## src/rtl/ccfr_pkg.sv

```systemverilog
// ----------------------------------------------------------------------------
// ccfr_pkg: shared constants, types and functions of the card frame responder
// Field widths, opcode and status codes, the command/status structs between
// controller and datapath, and the reflected CRC-16 byte step.
// ----------------------------------------------------------------------------
package ccfr_pkg;

	// card memory depth and field widths
	localparam int unsigned MAX_BLOCKS = 32;
	localparam int unsigned IDX_W      = 5;
	localparam int unsigned OPCODE_W   = 8;
	localparam int unsigned LEN_W      = 4;
	localparam int unsigned PAYLOAD_W  = 64;
	localparam int unsigned STATUS_W   = 3;
	localparam int unsigned CFG_IDX_W  = 2;
	localparam int unsigned CFG_DATA_W = 6;

	// result status codes
	localparam logic [STATUS_W-1:0] ST_SOF    = 3'd0;
	localparam logic [STATUS_W-1:0] ST_BYTE   = 3'd1;
	localparam logic [STATUS_W-1:0] ST_REJECT = 3'd2;
	localparam logic [STATUS_W-1:0] ST_IGNORE = 3'd3;
	localparam logic [STATUS_W-1:0] ST_ERROR  = 3'd4;

	// request opcodes
	localparam logic [OPCODE_W-1:0] OP_ACTIVATE  = 8'h0A;
	localparam logic [OPCODE_W-1:0] OP_IDENTIFY  = 8'h0C;
	localparam logic [OPCODE_W-1:0] OP_SELECT    = 8'h81;
	localparam logic [OPCODE_W-1:0] OP_HALT      = 8'h00;
	localparam logic [OPCODE_W-1:0] OP_READ_ONE  = 8'h0C;
	localparam logic [OPCODE_W-1:0] OP_READ_FOUR = 8'h06;

	// request frame lengths
	localparam logic [LEN_W-1:0] LEN_SHORT  = 4'd1;
	localparam logic [LEN_W-1:0] LEN_READ   = 4'd4;
	localparam logic [LEN_W-1:0] LEN_SELECT = 4'd9;

	// CRC-16, reflected
	localparam logic [15:0] CRC_INIT = 16'hE012;
	localparam logic [15:0] CRC_POLY = 16'h8408;

	// configuration register indexes and reset values
	localparam logic [CFG_IDX_W-1:0]  REG_BLK_LIMIT     = 2'd0;
	localparam logic [CFG_IDX_W-1:0]  REG_RESPONSE_ROOM = 2'd1;
	localparam logic [CFG_DATA_W-1:0] BLK_LIMIT_RST     = 6'd32;
	localparam logic [CFG_DATA_W-1:0] ROOM_RST          = 6'd34;

	// response sizes in bytes, CRC included
	localparam logic [CFG_DATA_W-1:0] RSP_LEN_WORD = 6'd10;
	localparam logic [CFG_DATA_W-1:0] RSP_LEN_FOUR = 6'd34;

	// blocks that always read as all ones
	localparam logic [IDX_W-1:0] MASK_BLK_A = 5'd3;
	localparam logic [IDX_W-1:0] MASK_BLK_B = 5'd4;

	typedef enum logic [1:0] {
		WSRC_ROT,
		WSRC_RAW,
		WSRC_BLK
	} word_src_t;

	typedef enum logic [1:0] {
		OSEL_SINGLE,
		OSEL_DATA,
		OSEL_CRC_LO,
		OSEL_CRC_HI
	} out_sel_t;

	// controller -> datapath
	typedef struct packed {
		logic                mem_we;
		logic                req_we;
		logic                rd_en;
		logic                rd_blk0;
		logic                word_we;
		word_src_t           word_src;
		logic                blk_init;
		logic                blk_adv;
		logic                crc_init;
		logic                out_we;
		out_sel_t            out_sel;
		logic [STATUS_W-1:0] out_status;
	} ccfr_ctl_t;

	// datapath -> controller
	typedef struct packed {
		logic len_zero;
		logic is_act;
		logic is_ident;
		logic is_sel;
		logic is_halt;
		logic is_read;
		logic rd_four;
		logic match_rot;
		logic match_raw;
		logic crc_ok;
		logic range_ok;
		logic fit_word;
		logic fit_read;
	} ccfr_stat_t;

	// one byte through the reflected CRC-16
	function automatic logic [15:0] crc_byte(input logic [15:0] crc_in, input logic [7:0] b);
		logic [15:0] c;
		c = crc_in ^ {8'h00, b};
		for (int i = 0; i < 8; i++) begin
			c = c[0] ? ((c >> 1) ^ CRC_POLY) : (c >> 1);
		end
		return c;
	endfunction

endpackage

```

## src/rtl/ccfr_if.sv

```systemverilog
// ----------------------------------------------------------------------------
// ccfr_if: channel interfaces of the card frame responder
// Request channel, response channel and configuration write channel, each
// with valid/ready and its payload.
// ----------------------------------------------------------------------------
interface ccfr_req_if;
	logic                               valid;
	logic                               ready;
	logic                               cmd;
	logic [ccfr_pkg::OPCODE_W-1:0]      opcode;
	logic [ccfr_pkg::LEN_W-1:0]         frame_length;
	logic [ccfr_pkg::PAYLOAD_W-1:0]     payload;
	logic [ccfr_pkg::IDX_W-1:0]         load_index;

	modport source (output valid, cmd, opcode, frame_length, payload, load_index,
		input ready);
	modport sink (input valid, cmd, opcode, frame_length, payload, load_index,
		output ready);
endinterface

interface ccfr_rsp_if;
	logic                          valid;
	logic                          ready;
	logic [ccfr_pkg::STATUS_W-1:0] status;
	logic [7:0]                    data_byte;
	logic                          last;

	modport source (output valid, status, data_byte, last, input ready);
	modport sink (input valid, status, data_byte, last, output ready);
endinterface

interface ccfr_cfg_if;
	logic                            valid;
	logic                            ready;
	logic [ccfr_pkg::CFG_IDX_W-1:0]  index;
	logic [ccfr_pkg::CFG_DATA_W-1:0] data;

	modport source (output valid, index, data, input ready);
	modport sink (input valid, index, data, output ready);
endinterface

```

## src/rtl/ccfr_dp.sv

```systemverilog
// ----------------------------------------------------------------------------
// ccfr_dp: datapath of the card frame responder
// Card memory, request and config registers, frame decode flags, response
// word shifter, CRC accumulator and the response output register.
// ----------------------------------------------------------------------------
module ccfr_dp (
	input  logic                                clk,
	input  logic                                arst_n,
	input  ccfr_pkg::ccfr_ctl_t                 ctl,
	output ccfr_pkg::ccfr_stat_t                stat,
	input  logic [ccfr_pkg::OPCODE_W-1:0]       opcode,
	input  logic [ccfr_pkg::LEN_W-1:0]          frame_length,
	input  logic [ccfr_pkg::PAYLOAD_W-1:0]      payload,
	input  logic [ccfr_pkg::IDX_W-1:0]          load_index,
	input  logic                                cfg_valid,
	input  logic [ccfr_pkg::CFG_IDX_W-1:0]      cfg_index,
	input  logic [ccfr_pkg::CFG_DATA_W-1:0]     cfg_data,
	output logic [ccfr_pkg::STATUS_W-1:0]       status,
	output logic [7:0]                          data_byte,
	output logic                                last
);

	logic [ccfr_pkg::PAYLOAD_W-1:0]  mem [ccfr_pkg::MAX_BLOCKS];
	logic [ccfr_pkg::PAYLOAD_W-1:0]  rdata_q;
	logic [ccfr_pkg::IDX_W-1:0]      rd_addr;
	logic [ccfr_pkg::OPCODE_W-1:0]   op_q;
	logic [ccfr_pkg::LEN_W-1:0]      len_q;
	logic [ccfr_pkg::PAYLOAD_W-1:0]  pay_q;
	logic [ccfr_pkg::PAYLOAD_W-1:0]  word_q;
	logic [ccfr_pkg::IDX_W-1:0]      blk_q;
	logic [15:0]                     crc_q;
	logic [ccfr_pkg::CFG_DATA_W-1:0] blk_limit_q;
	logic [ccfr_pkg::CFG_DATA_W-1:0] room_q;
	logic [ccfr_pkg::CFG_DATA_W-1:0] limit;
	logic [8:0]                      rd_end;
	logic [ccfr_pkg::PAYLOAD_W-1:0]  rot_serial;
	logic                            blk_masked;

	// configuration registers
	always_ff @(posedge clk or negedge arst_n) begin
		if (!arst_n) begin
			blk_limit_q <= ccfr_pkg::BLK_LIMIT_RST;
			room_q      <= ccfr_pkg::ROOM_RST;
		end else if (cfg_valid) begin
			if (cfg_index == ccfr_pkg::REG_BLK_LIMIT) begin
				blk_limit_q <= cfg_data;
			end
			if (cfg_index == ccfr_pkg::REG_RESPONSE_ROOM) begin
				room_q <= cfg_data;
			end
		end
	end

	// card memory: one write port, one registered read port
	assign rd_addr = ctl.rd_blk0 ? '0 : blk_q;

	always_ff @(posedge clk) begin
		if (ctl.mem_we && ({1'b0, load_index} < 6'(ccfr_pkg::MAX_BLOCKS))) begin
			mem[load_index] <= payload;
		end
		if (ctl.rd_en) begin
			rdata_q <= mem[rd_addr];
		end
	end

	// hold the request frame
	always_ff @(posedge clk) begin
		if (ctl.req_we) begin
			op_q  <= opcode;
			len_q <= frame_length;
			pay_q <= payload;
		end
	end

	// decode flags over the held frame and block 0
	assign rot_serial = {rdata_q[2:0], rdata_q[ccfr_pkg::PAYLOAD_W-1:3]};
	assign limit      = (blk_limit_q < 6'(ccfr_pkg::MAX_BLOCKS)) ? blk_limit_q
	                                                             : 6'(ccfr_pkg::MAX_BLOCKS);
	assign rd_end     = {1'b0, pay_q[7:0]} + ((op_q == ccfr_pkg::OP_READ_FOUR) ? 9'd4 : 9'd1);

	always_comb begin
		stat.len_zero  = (len_q == '0);
		stat.is_act    = (op_q == ccfr_pkg::OP_ACTIVATE) && (len_q == ccfr_pkg::LEN_SHORT);
		stat.is_ident  = (op_q == ccfr_pkg::OP_IDENTIFY) && (len_q == ccfr_pkg::LEN_SHORT);
		stat.is_sel    = (op_q == ccfr_pkg::OP_SELECT) && (len_q == ccfr_pkg::LEN_SELECT);
		stat.is_halt   = (op_q == ccfr_pkg::OP_HALT) && (len_q == ccfr_pkg::LEN_SHORT);
		stat.is_read   = ((op_q == ccfr_pkg::OP_READ_ONE) || (op_q == ccfr_pkg::OP_READ_FOUR))
		                 && (len_q == ccfr_pkg::LEN_READ);
		stat.rd_four   = (op_q == ccfr_pkg::OP_READ_FOUR);
		stat.match_rot = (pay_q == rot_serial);
		stat.match_raw = (pay_q == rdata_q);
		stat.crc_ok    = (ccfr_pkg::crc_byte(ccfr_pkg::CRC_INIT, pay_q[7:0]) == pay_q[23:8]);
		stat.range_ok  = (rd_end <= {3'b000, limit});
		stat.fit_word  = (room_q >= ccfr_pkg::RSP_LEN_WORD);
		stat.fit_read  = stat.rd_four ? (room_q >= ccfr_pkg::RSP_LEN_FOUR) : stat.fit_word;
	end

	// block address for reads
	assign blk_masked = (blk_q == ccfr_pkg::MASK_BLK_A) || (blk_q == ccfr_pkg::MASK_BLK_B);

	always_ff @(posedge clk) begin
		if (ctl.blk_init) begin
			blk_q <= pay_q[ccfr_pkg::IDX_W-1:0];
		end else if (ctl.blk_adv) begin
			blk_q <= blk_q + 1'b1;
		end
	end

	// response word: load, then shift one byte per data beat
	always_ff @(posedge clk) begin
		if (ctl.word_we) begin
			unique case (ctl.word_src)
				ccfr_pkg::WSRC_ROT: word_q <= rot_serial;
				ccfr_pkg::WSRC_RAW: word_q <= rdata_q;
				ccfr_pkg::WSRC_BLK: word_q <= blk_masked ? '1 : rdata_q;
				default:            word_q <= rdata_q;
			endcase
		end else if (ctl.out_we && (ctl.out_sel == ccfr_pkg::OSEL_DATA)) begin
			word_q <= word_q >> 8;
		end
	end

	// CRC over the data bytes as they go out
	always_ff @(posedge clk) begin
		if (ctl.crc_init) begin
			crc_q <= ccfr_pkg::CRC_INIT;
		end else if (ctl.out_we && (ctl.out_sel == ccfr_pkg::OSEL_DATA)) begin
			crc_q <= ccfr_pkg::crc_byte(crc_q, word_q[7:0]);
		end
	end

	// response output register
	always_ff @(posedge clk) begin
		if (ctl.out_we) begin
			unique case (ctl.out_sel)
				ccfr_pkg::OSEL_SINGLE: begin
					status    <= ctl.out_status;
					data_byte <= 8'h00;
					last      <= 1'b1;
				end
				ccfr_pkg::OSEL_DATA: begin
					status    <= ccfr_pkg::ST_BYTE;
					data_byte <= word_q[7:0];
					last      <= 1'b0;
				end
				ccfr_pkg::OSEL_CRC_LO: begin
					status    <= ccfr_pkg::ST_BYTE;
					data_byte <= crc_q[7:0];
					last      <= 1'b0;
				end
				ccfr_pkg::OSEL_CRC_HI: begin
					status    <= ccfr_pkg::ST_BYTE;
					data_byte <= crc_q[15:8];
					last      <= 1'b1;
				end
			endcase
		end
	end

endmodule

```

## src/rtl/ccfr_ctrl.sv

```systemverilog
// ----------------------------------------------------------------------------
// ccfr_ctrl: controller of the card frame responder
// Session mode, request sequencing, block fetch and byte streaming; drives
// the datapath by command struct and owns the response valid flag.
// ----------------------------------------------------------------------------
module ccfr_ctrl (
	input  logic                  clk,
	input  logic                  arst_n,
	input  logic                  req_valid,
	output logic                  req_ready,
	input  logic                  req_cmd,
	input  logic                  rsp_ready,
	output logic                  rsp_valid,
	input  ccfr_pkg::ccfr_stat_t  stat,
	output ccfr_pkg::ccfr_ctl_t   ctl
);

	localparam logic [2:0] S_IDLE   = 3'd0;
	localparam logic [2:0] S_FETCH  = 3'd1;
	localparam logic [2:0] S_EVAL   = 3'd2;
	localparam logic [2:0] S_RDREQ  = 3'd3;
	localparam logic [2:0] S_RDLOAD = 3'd4;
	localparam logic [2:0] S_EMIT   = 3'd5;
	localparam logic [2:0] S_CRCLO  = 3'd6;
	localparam logic [2:0] S_CRCHI  = 3'd7;

	localparam logic [1:0] MODE_IDLE     = 2'd0;
	localparam logic [1:0] MODE_ACTIVE   = 2'd1;
	localparam logic [1:0] MODE_SELECTED = 2'd2;
	localparam logic [1:0] MODE_HALTED   = 2'd3;

	logic [2:0] state_q, state_d;
	logic [1:0] mode_q, mode_d;
	logic [2:0] byte_cnt_q, byte_cnt_d;
	logic [1:0] blk_left_q, blk_left_d;
	logic       valid_q;
	logic       out_free;
	logic       accept;
	logic       mode_live;
	logic       sel_match;
	logic       do_single;
	logic       do_word;
	logic [ccfr_pkg::STATUS_W-1:0] single_status;

	assign accept    = req_valid && req_ready;
	assign out_free  = !valid_q || rsp_ready;
	assign mode_live = (mode_q == MODE_ACTIVE) || (mode_q == MODE_SELECTED);
	assign sel_match = mode_live ? stat.match_rot : stat.match_raw;
	assign req_ready = (state_q == S_IDLE);
	assign rsp_valid = valid_q;

	// decide the request outcome and sequence the response
	always_comb begin
		state_d       = state_q;
		mode_d        = mode_q;
		byte_cnt_d    = byte_cnt_q;
		blk_left_d    = blk_left_q;
		do_single     = 1'b0;
		do_word       = 1'b0;
		single_status = ccfr_pkg::ST_IGNORE;
		ctl           = '0;
		ctl.word_src  = ccfr_pkg::WSRC_RAW;
		ctl.out_sel   = ccfr_pkg::OSEL_SINGLE;

		unique case (state_q)
			S_IDLE: begin
				ctl.mem_we = accept && req_cmd;
				ctl.req_we = accept && !req_cmd;
				if (accept && !req_cmd) begin
					state_d = S_FETCH;
				end
			end
			S_FETCH: begin
				ctl.rd_en   = 1'b1;
				ctl.rd_blk0 = 1'b1;
				state_d     = S_EVAL;
			end
			S_EVAL: begin
				if (out_free) begin
					priority if (stat.len_zero) begin
						do_single     = 1'b1;
						single_status = ccfr_pkg::ST_ERROR;
					end else if (stat.is_act) begin
						mode_d        = MODE_ACTIVE;
						do_single     = 1'b1;
						single_status = ccfr_pkg::ST_SOF;
					end else if (stat.is_ident) begin
						if (!mode_live) begin
							do_single     = 1'b1;
							single_status = ccfr_pkg::ST_REJECT;
						end else if (!stat.fit_word) begin
							do_single     = 1'b1;
							single_status = ccfr_pkg::ST_ERROR;
						end else begin
							do_word      = 1'b1;
							ctl.word_src = ccfr_pkg::WSRC_ROT;
						end
					end else if (stat.is_sel) begin
						if (!sel_match) begin
							mode_d        = MODE_IDLE;
							do_single     = 1'b1;
							single_status = ccfr_pkg::ST_REJECT;
						end else begin
							mode_d = MODE_SELECTED;
							if (!stat.fit_word) begin
								do_single     = 1'b1;
								single_status = ccfr_pkg::ST_ERROR;
							end else begin
								do_word      = 1'b1;
								ctl.word_src = ccfr_pkg::WSRC_RAW;
							end
						end
					end else if (stat.is_halt) begin
						do_single = 1'b1;
						if (mode_q != MODE_SELECTED) begin
							single_status = ccfr_pkg::ST_REJECT;
						end else begin
							mode_d        = MODE_HALTED;
							single_status = ccfr_pkg::ST_SOF;
						end
					end else if (stat.is_read) begin
						if (mode_q != MODE_SELECTED) begin
							do_single     = 1'b1;
							single_status = ccfr_pkg::ST_REJECT;
						end else if (!stat.crc_ok) begin
							do_single     = 1'b1;
							single_status = ccfr_pkg::ST_IGNORE;
						end else if (!stat.range_ok) begin
							do_single     = 1'b1;
							single_status = ccfr_pkg::ST_REJECT;
						end else if (!stat.fit_read) begin
							do_single     = 1'b1;
							single_status = ccfr_pkg::ST_ERROR;
						end else begin
							ctl.blk_init = 1'b1;
							ctl.crc_init = 1'b1;
							blk_left_d   = stat.rd_four ? 2'd3 : 2'd0;
							state_d      = S_RDREQ;
						end
					end else begin
						do_single     = 1'b1;
						single_status = ccfr_pkg::ST_IGNORE;
					end
				end
				if (do_single) begin
					ctl.out_we     = 1'b1;
					ctl.out_sel    = ccfr_pkg::OSEL_SINGLE;
					ctl.out_status = single_status;
					state_d        = S_IDLE;
				end
				if (do_word) begin
					ctl.word_we = 1'b1;
					ctl.crc_init = 1'b1;
					byte_cnt_d  = '0;
					blk_left_d  = '0;
					state_d     = S_EMIT;
				end
			end
			S_RDREQ: begin
				ctl.rd_en = 1'b1;
				state_d   = S_RDLOAD;
			end
			S_RDLOAD: begin
				ctl.word_we  = 1'b1;
				ctl.word_src = ccfr_pkg::WSRC_BLK;
				byte_cnt_d   = '0;
				state_d      = S_EMIT;
			end
			S_EMIT: begin
				if (out_free) begin
					ctl.out_we  = 1'b1;
					ctl.out_sel = ccfr_pkg::OSEL_DATA;
					byte_cnt_d  = byte_cnt_q + 1'b1;
					if (byte_cnt_q == 3'd7) begin
						if (blk_left_q != '0) begin
							blk_left_d  = blk_left_q - 1'b1;
							ctl.blk_adv = 1'b1;
							state_d     = S_RDREQ;
						end else begin
							state_d = S_CRCLO;
						end
					end
				end
			end
			S_CRCLO: begin
				if (out_free) begin
					ctl.out_we  = 1'b1;
					ctl.out_sel = ccfr_pkg::OSEL_CRC_LO;
					state_d     = S_CRCHI;
				end
			end
			S_CRCHI: begin
				if (out_free) begin
					ctl.out_we  = 1'b1;
					ctl.out_sel = ccfr_pkg::OSEL_CRC_HI;
					state_d     = S_IDLE;
				end
			end
		endcase
	end

	// advance state, mode and counters
	always_ff @(posedge clk or negedge arst_n) begin
		if (!arst_n) begin
			state_q    <= S_IDLE;
			mode_q     <= MODE_IDLE;
			byte_cnt_q <= '0;
			blk_left_q <= '0;
		end else begin
			state_q    <= state_d;
			mode_q     <= mode_d;
			byte_cnt_q <= byte_cnt_d;
			blk_left_q <= blk_left_d;
		end
	end

	// hold the response beat until taken
	always_ff @(posedge clk or negedge arst_n) begin
		if (!arst_n) begin
			valid_q <= 1'b0;
		end else if (ctl.out_we) begin
			valid_q <= 1'b1;
		end else if (rsp_ready) begin
			valid_q <= 1'b0;
		end
	end

	a_out_slot_free: assert property (@(posedge clk) disable iff (!arst_n)
		ctl.out_we |-> out_free)
		else $error("response beat loaded over an untaken beat");

	a_eval_once: assert property (@(posedge clk) disable iff (!arst_n)
		(state_q == S_EVAL) && out_free |=> (state_q != S_EVAL))
		else $error("request evaluated twice");

	a_mode_stable: assert property (@(posedge clk) disable iff (!arst_n)
		(state_q != S_EVAL) |=> $stable(mode_q))
		else $error("session mode changed outside evaluation");

	a_crc_after_data: assert property (@(posedge clk) disable iff (!arst_n)
		(state_q == S_CRCLO) |-> (byte_cnt_q == '0) && (blk_left_q == '0))
		else $error("CRC sent before all data bytes");

endmodule

```

## src/rtl/contactless_card_frame_responder.sv

```systemverilog
// ----------------------------------------------------------------------------
// contactless_card_frame_responder: card side of a contactless exchange
// Answers activate, identify, select, halt and block read frames from a
// 32-block card memory; load items fill the memory.
// ----------------------------------------------------------------------------
// Sequencing: a load item is written as it is accepted; a frame is held,
//   block 0 fetched and the frame decided (S_FETCH, S_EVAL); a block read
//   fetches each block from memory (S_RDREQ, S_RDLOAD), sends its bytes
//   (S_EMIT), then the CRC; no new request before the last beat is loaded.
// Reset: session mode idle, block limit 32, response room 34; card memory is
//   not cleared and needs loading before use.
module contactless_card_frame_responder (
	input logic     clk,
	input logic     arst_n,
	ccfr_req_if.sink   req,
	ccfr_rsp_if.source rsp,
	ccfr_cfg_if.sink   cfg
);

	ccfr_pkg::ccfr_ctl_t  ctl;
	ccfr_pkg::ccfr_stat_t stat;

	// configuration writes are always taken
	assign cfg.ready = 1'b1;

	ccfr_ctrl u_ctrl (
		.clk       (clk),
		.arst_n    (arst_n),
		.req_valid (req.valid),
		.req_ready (req.ready),
		.req_cmd   (req.cmd),
		.rsp_ready (rsp.ready),
		.rsp_valid (rsp.valid),
		.stat      (stat),
		.ctl       (ctl)
	);

	ccfr_dp u_dp (
		.clk          (clk),
		.arst_n       (arst_n),
		.ctl          (ctl),
		.stat         (stat),
		.opcode       (req.opcode),
		.frame_length (req.frame_length),
		.payload      (req.payload),
		.load_index   (req.load_index),
		.cfg_valid    (cfg.valid),
		.cfg_index    (cfg.index),
		.cfg_data     (cfg.data),
		.status       (rsp.status),
		.data_byte    (rsp.data_byte),
		.last         (rsp.last)
	);

endmodule

```

## src/flat_wrapper.sv

```systemverilog
// flat-port wrapper written by rule: the top's interface ports become plain ports
module contactless_card_frame_responder_flat 
  (clk, arst_n, req_valid, req_cmd, req_opcode, req_frame_length, req_payload, req_load_index, req_ready, rsp_valid, rsp_status, rsp_data_byte, rsp_last, rsp_ready, cfg_valid, cfg_index, cfg_data, cfg_ready);
  ccfr_req_if req_i ();
  ccfr_rsp_if rsp_i ();
  ccfr_cfg_if cfg_i ();
  input logic clk;
  input logic arst_n;
  input wire logic [$bits(req_i.valid)-1:0] req_valid;
  input wire logic [$bits(req_i.cmd)-1:0] req_cmd;
  input wire logic [$bits(req_i.opcode)-1:0] req_opcode;
  input wire logic [$bits(req_i.frame_length)-1:0] req_frame_length;
  input wire logic [$bits(req_i.payload)-1:0] req_payload;
  input wire logic [$bits(req_i.load_index)-1:0] req_load_index;
  output wire logic [$bits(req_i.ready)-1:0] req_ready;
  output wire logic [$bits(rsp_i.valid)-1:0] rsp_valid;
  output wire logic [$bits(rsp_i.status)-1:0] rsp_status;
  output wire logic [$bits(rsp_i.data_byte)-1:0] rsp_data_byte;
  output wire logic [$bits(rsp_i.last)-1:0] rsp_last;
  input wire logic [$bits(rsp_i.ready)-1:0] rsp_ready;
  input wire logic [$bits(cfg_i.valid)-1:0] cfg_valid;
  input wire logic [$bits(cfg_i.index)-1:0] cfg_index;
  input wire logic [$bits(cfg_i.data)-1:0] cfg_data;
  output wire logic [$bits(cfg_i.ready)-1:0] cfg_ready;
  assign req_i.valid = req_valid;
  assign req_i.cmd = req_cmd;
  assign req_i.opcode = req_opcode;
  assign req_i.frame_length = req_frame_length;
  assign req_i.payload = req_payload;
  assign req_i.load_index = req_load_index;
  assign req_ready = req_i.ready;
  assign rsp_valid = rsp_i.valid;
  assign rsp_status = rsp_i.status;
  assign rsp_data_byte = rsp_i.data_byte;
  assign rsp_last = rsp_i.last;
  assign rsp_i.ready = rsp_ready;
  assign cfg_i.valid = cfg_valid;
  assign cfg_i.index = cfg_index;
  assign cfg_i.data = cfg_data;
  assign cfg_ready = cfg_i.ready;
  contactless_card_frame_responder u_core (.clk(clk), .arst_n(arst_n), .req(req_i), .rsp(rsp_i), .cfg(cfg_i));
endmodule
```

## config.mk

```make
export PLATFORM = sky130hd
export DESIGN_NAME = contactless_card_frame_responder_flat
export DESIGN_NICKNAME = d
export VERILOG_FILES = /design/src/rtl/ccfr_pkg.sv /design/src/rtl/ccfr_if.sv /design/src/rtl/ccfr_dp.sv /design/src/rtl/ccfr_ctrl.sv /design/src/rtl/contactless_card_frame_responder.sv /design/src/flat_wrapper.sv
export SDC_FILE = /design/constraint.sdc
export NUM_CORES = 2
export LEC_CHECK = 0
export BUFFER_PORTS_ARGS = -buffer_cell sky130_fd_sc_hd__buf_2
export CORE_ASPECT_RATIO = 1.4
export CORE_MARGIN = 8
export CORE_UTILIZATION = 45
export DETAILED_ROUTE_END_ITERATION = 8
export GPL_TIMING_DRIVEN = 0
export PLACE_DENSITY = 0.66
export SLEW_MARGIN = 25
export SYNTH_ARGS = -nofsm -noshare
export SYNTH_HDL_FRONTEND = slang
export SYNTH_SLANG_ARGS = --single-unit
export TNS_END_PERCENT = 20
```

## constraint.sdc

```tcl
create_clock -name clk -period 5.11 [get_ports clk]
set_input_delay 0.7665 -clock clk [delete_from_list [all_inputs] [get_ports clk]]
set_output_delay 0.7665 -clock clk [all_outputs]
set_load 0.02 [all_outputs]
```

==> impl.org <==
** Power and ir drop
- Power Dens Cells :: approximately 460 mW/mm^2
- Switching Fraction :: 31.49%
- Per report_power, the clock group accounts for 31.0% of the total.
- Cell internal power was estimated by the tool at roughly 33000 uW.
- Combinational logic burns 22.5% of the power.
- Sequential share of power :: between 40% and 50%
- Largest voltage drop on the vdd net :: 0.2877 mV
- In this run the static leakage power is 0.03478 uW.
- Power spent charging and discharging nets :: 15210 uW

** Floorplanning
- Core region area :: 0.2038 sq mm
- Std-Cell Rows :: about 200
- Num ports :: 110
- The die covers between 0.2 and 0.25 sq mm.
- Die Y :: 551.7 um
- For this configuration, the core starts out at a cell density of 45.26%.
- Die X :: 398.6 um

** Route
- Before antenna repair, the detailed router went through 6 iterations.
- Post-Route WL :: roughly 320000 um
- Detail-routed net length per standard cell :: 32.76 um
- The detailed router finished its first iteration with 8595 violations.
- Routed Antenna Nets :: 0
- Total via count in the routed design :: 61789
- DRC errors left :: 0
- Dividing the detail-routed via count by the number of cells gives 6.367.

** Clock tree
- TritonCTS built the clock tree.
- In this run the deepest clock path goes through 4 buffers.
- The clock drives 2307 sinks.
- For the worst-skew pair, the clock arrives at the later sink with an insertion delay of 880 ps.
- The H-tree was split into 4 levels.
- Clock-pin slew was measured on the worst setup and hold paths at about 70 ps.
- CTS root buf :: clkbuf_16
- TritonCTS created 212 clock buffers.

** Synth
- Post-synthesis adder-cell area fraction :: 0.2577%
- Cell area after synthesis :: just over 0.09 sq mm
- After synthesis, the mean cell area works out to around 14 sq um.
- Net count after synthesis :: 6499
- In this run, synthesis inferred approximately 2300 flip-flops with an integrated enable.
- The synthesized netlist devotes 1.101% of its cell area to XOR and XNOR gates.
- Multiplexer share of the synthesized area :: 2.546%
- Gate count after technology mapping :: 6385
- For this run, the number of Yosys warnings is 0.
- Share of async-settable or async-resettable flops after synthesis :: less than 1%
- Synth cell types :: 70
- Of the total synthesized cell area, the portion taken by AND, OR, NAND and NOR gates is 9.359%.
- Summing the areas of all compound-gate instances in the mapped netlist gives 9.649% of the synthesized area.
- The largest total area in the synthesized netlist belongs to edfxtp_1.
- The synthesized design contains 2307 register bits.
- Main combinational cell family by area after synthesis :: compound AO/OA/AOI/OAI gates
- Area contributors post-synth :: edfxtp_1 74%, nand2_1 4.9%, o221ai_1 4.1%
- Sequential cells were found to cover 74.82% of the synthesized design area.
- Among all flip-flop cells after synthesis, the most frequent one is edfxtp_1.
- Summed over its instances, the top area cell type makes up 73.87% of the synthesized netlist area.

** Timing
- RSZ-0062 raised after global routing :: yes
- Tightest Pin Transition :: 1192 ps
- Hold Fails Final Rpt :: 0
- Across the routed clock network, the largest skew measured is 68.60 ps.
- Counting I/O delays and the setup requirement, the final critical path takes 5256 ps.
- Final period utilization :: 102.8%
- Setup TNS :: -505.4 ps
- In the post-route analysis, the smallest setup slack over all paths is -145.6 ps.
- The total count of max-transition violations in the final report came to 0.
- Relative slew slack :: between 20% and 30%
- Highest clock frequency the design can meet :: roughly 190 MHz
- Setup violations remaining at the end of the flow were counted as 10.

** Job
- The tool flagged a number of max-cap violations equal to 0.

** Min path
- Class of the tightest hold or removal check :: in -> reg

** Global route
- Across every metal layer, demand over resource in global routing totals 28.09%.
- After global routing the overflow that remains totals 0.
- The initial antenna violation count was 22.
- The via count of the first global-routing pass is 59627.
- Global-route wire length before repair :: roughly 440000 um
- Entering global routing, the biggest net connects 50 pins.

** Critical path
- WP data arrival :: a little under 6000 ps
- For the worst setup path, the data required time is 5670 ps.
- Capturing element type of the critical path :: flip-flop
- Largest stage delay, worst path :: 910 ps
- For this design, the slowest cell found on the critical path is clkbuf_1.
- Crit Path Category :: reg -> reg
- Worst Setup Start Kind :: flip-flop
- The critical path goes through clkbuf_1 -> or3b_2 -> buf_2 -> nand2_2 -> buf_2 -> clkbuf_1 -> clkbuf_1 -> o221ai_1 -> a31oi_1 -> o211ai_1 -> o21ai_0.
- Along the worst path, the maximum fanout reaches 10.
- Among the stages of the critical path, the cell type that occurs most often is clkbuf_1.

** Placed design
- Once detailed placement completed, the half-perimeter wirelength came to between 200000 and 250000 um.
- Count of input and output buffers :: 108
- Weighted congestion reported at the end of routability-driven placement :: 1.001

** Finish
- Growth of design area from synthesis to finish :: 15.10%
- Number of nets at the end of the flow :: about 7000
- The post-route netlist has 10.68% of its cells at a drive strength greater than 1.
- Fill cells in the final layout number 16449.
- Finished Core Util :: 52.10%

** Run status
- The flow ran to the end, but the final reports show violations.
- Failing checks :: negative setup slack
power groups by stage:
| stage | sequential (uW) | combinational [uW] | clock [uW] |
|---|---|---|---|
| 3_5_place_dp | 22800 | 10500 | 0 |
| 4_1_cts | 22400 | 10500 | 15000 |
| 6_report | 22400 | 10900 | 15000 |
| 2_1_floorplan | 22600 | 5580 | 0 |
| 5_1_grt | 22500 | 11300 | 15700 |
| 3_3_place_gp | 22900 | 9970 | 0 |
sequential cells by signal, summed over array words and instances (netlist names):
name,count
u_core.u_dp.room_q,5
u_core.u_dp.rdata_q,64
u_core.u_ctrl.mode_q,2
u_core.u_dp.last,1
u_core.u_ctrl.byte_cnt_q,3
u_core.u_dp.data_byte,8
u_core.u_dp.len_q,4
u_core.u_dp.mem,2048
u_core.u_dp.blk_limit_q,6
u_core.u_dp.blk_q,5
u_core.u_ctrl.rsp_valid,1
u_core.u_dp.pay_q,64
u_core.u_ctrl.blk_left_q,2
u_core.u_dp.status,3
u_core.u_dp.word_q,64
u_core.u_dp.crc_q,16
u_core.u_ctrl.state_q,3
u_core.u_dp.op_q,8
cell families (layout without fill, tap and decap cells):
logic type      count (synthesis)  count (layout)
other cells                     1              23
flops                        2307            2307
fa+ha+maj                      19              19
simple gates                 2009            2009
mux                           226             226
compound gates               1191            1191
buf+inv                       516            1141
xor+xnor                      116             116
through the flow:
stage | hold slack (ps) | cells | total power (uW) | area [sq um] | worst slack, ps
after floorplan | 446.1 | 6385 | 28170 | 92240 | 130.2
after global placement | 458.9 | 9166 | 32830 | 96120 | -3381
after detailed placement | 471.9 | 9303 | 33260 | 99610 | -682.6
after CTS | 30.79 | 9673 | 47970 | 106000 | 29.27
after global routing | 54.27 | 9687 | 49470 | 106100 | -74.62
final | 64.33 | 9705 | 48320 | 106200 | -145.6
metal layers:
layer  global-route usage [%]  share of wire [%]  vias to the layer above
li1                         -                  -                    25855
met1                    32.31                 33                    30781
met2                    44.48                 46                     4092
met3                    5.404                9.3                     1045
met4                    25.62                 11                       16
met5                        0              0.027                        -
cells in the final DEF (no fill, tap or decap), types with 33 or more instances in the layout:
cell type | netlist | layout
a21oi_1 | 224 | 223
a221oi_1 | 34 | 34
a311o_1 | 98 | 98
a31oi_1 | 126 | 125
buf_1 | 42 | 35
buf_12 | 1 | 74
buf_16 | 0 | 58
buf_2 | 37 | 149
clkbuf_1 | 400 | 396
clkbuf_16 | 0 | 216
clkbuf_2 | 0 | 64
clkinv_1 | 0 | 49
edfxtp_1 | 2269 | 2269
mux2_2 | 40 | 40
mux2i_1 | 157 | 157
nand2_1 | 1209 | 1207
nand3_1 | 605 | 604
nor2_1 | 84 | 51
nor2_4 | 0 | 33
o211ai_1 | 60 | 60
o21ai_0 | 110 | 105
o221ai_1 | 427 | 427
xnor2_1 | 95 | 95
synth_stat cells, drive strengths merged (14+ instances only):
master     n
nand3    605
inv       23
a221oi    34
o21ai    111
a31oi    126
o211ai    60
xnor2     95
ha        19
edfxtp  2269
buf       93
dfxtp     16
o31ai     16
mux2i    157
o221ai   427
clkbuf   400
nor2      84
dfrtp     19
a21oi    225
nor4      18
a311o     98
nand2   1209
mux2      69
a311oi    26
nor3      14
xor2      21
critical path: cells and delay by family, from the launching register on:
kind | cells | cell delay [ps]
AO/OA/AOI/OAI | 4 | 1020
AND/OR/NAND/NOR | 2 | 980
buffers and inverters | 5 | 2540
flip-flops | 1 | 360
area by class of cell:
class                      count  area [sq um]  share of cell area [%]
buffer                       491          2092                   1.970
antenna                       22         55.05                 0.05185
sequential                  2307         69010                   65.00
inverter                      23         86.33                 0.08132
tap                         2673          3344                   3.150
clock buffer                 276          5609                   5.283
clock inverter                95         700.7                  0.6600
timing repair buffer         256          3795                   3.574
multi-input combinational   3562         21480                   20.23
repair_timing:
item,in CTS,in global routing
hold buffers,1,0
gates resized for setup,12,13
buffers inserted,0,7
setup endpoints to repair,53,68
cloned,0,1
hold endpoints to repair,19,0
path summary, 6_finish.rpt:
kind | to | from | slack (ps) | depth (start not counted)
setup reg to reg | u_core.u_dp.rdata_q[0] | u_core.u_ctrl.state_q[2] | -150 | 11
hold / removal | u_core.u_dp.op_q[2] | req_opcode[2] | 60 | 1
max in group asynchronous | u_core.u_ctrl.state_q[1] | arst_n | 4280 | 2
hold reg to reg | u_core.u_dp.room_q[2] | u_core.u_dp.room_q[2] | 500 | 1
setup / recovery | u_core.u_dp.rdata_q[0] | u_core.u_ctrl.state_q[2] | -150 | 11
min in group asynchronous | u_core.u_ctrl.state_q[2] | arst_n | 410 | 2
Note: power is estimated with default switching activity, not from simulation.
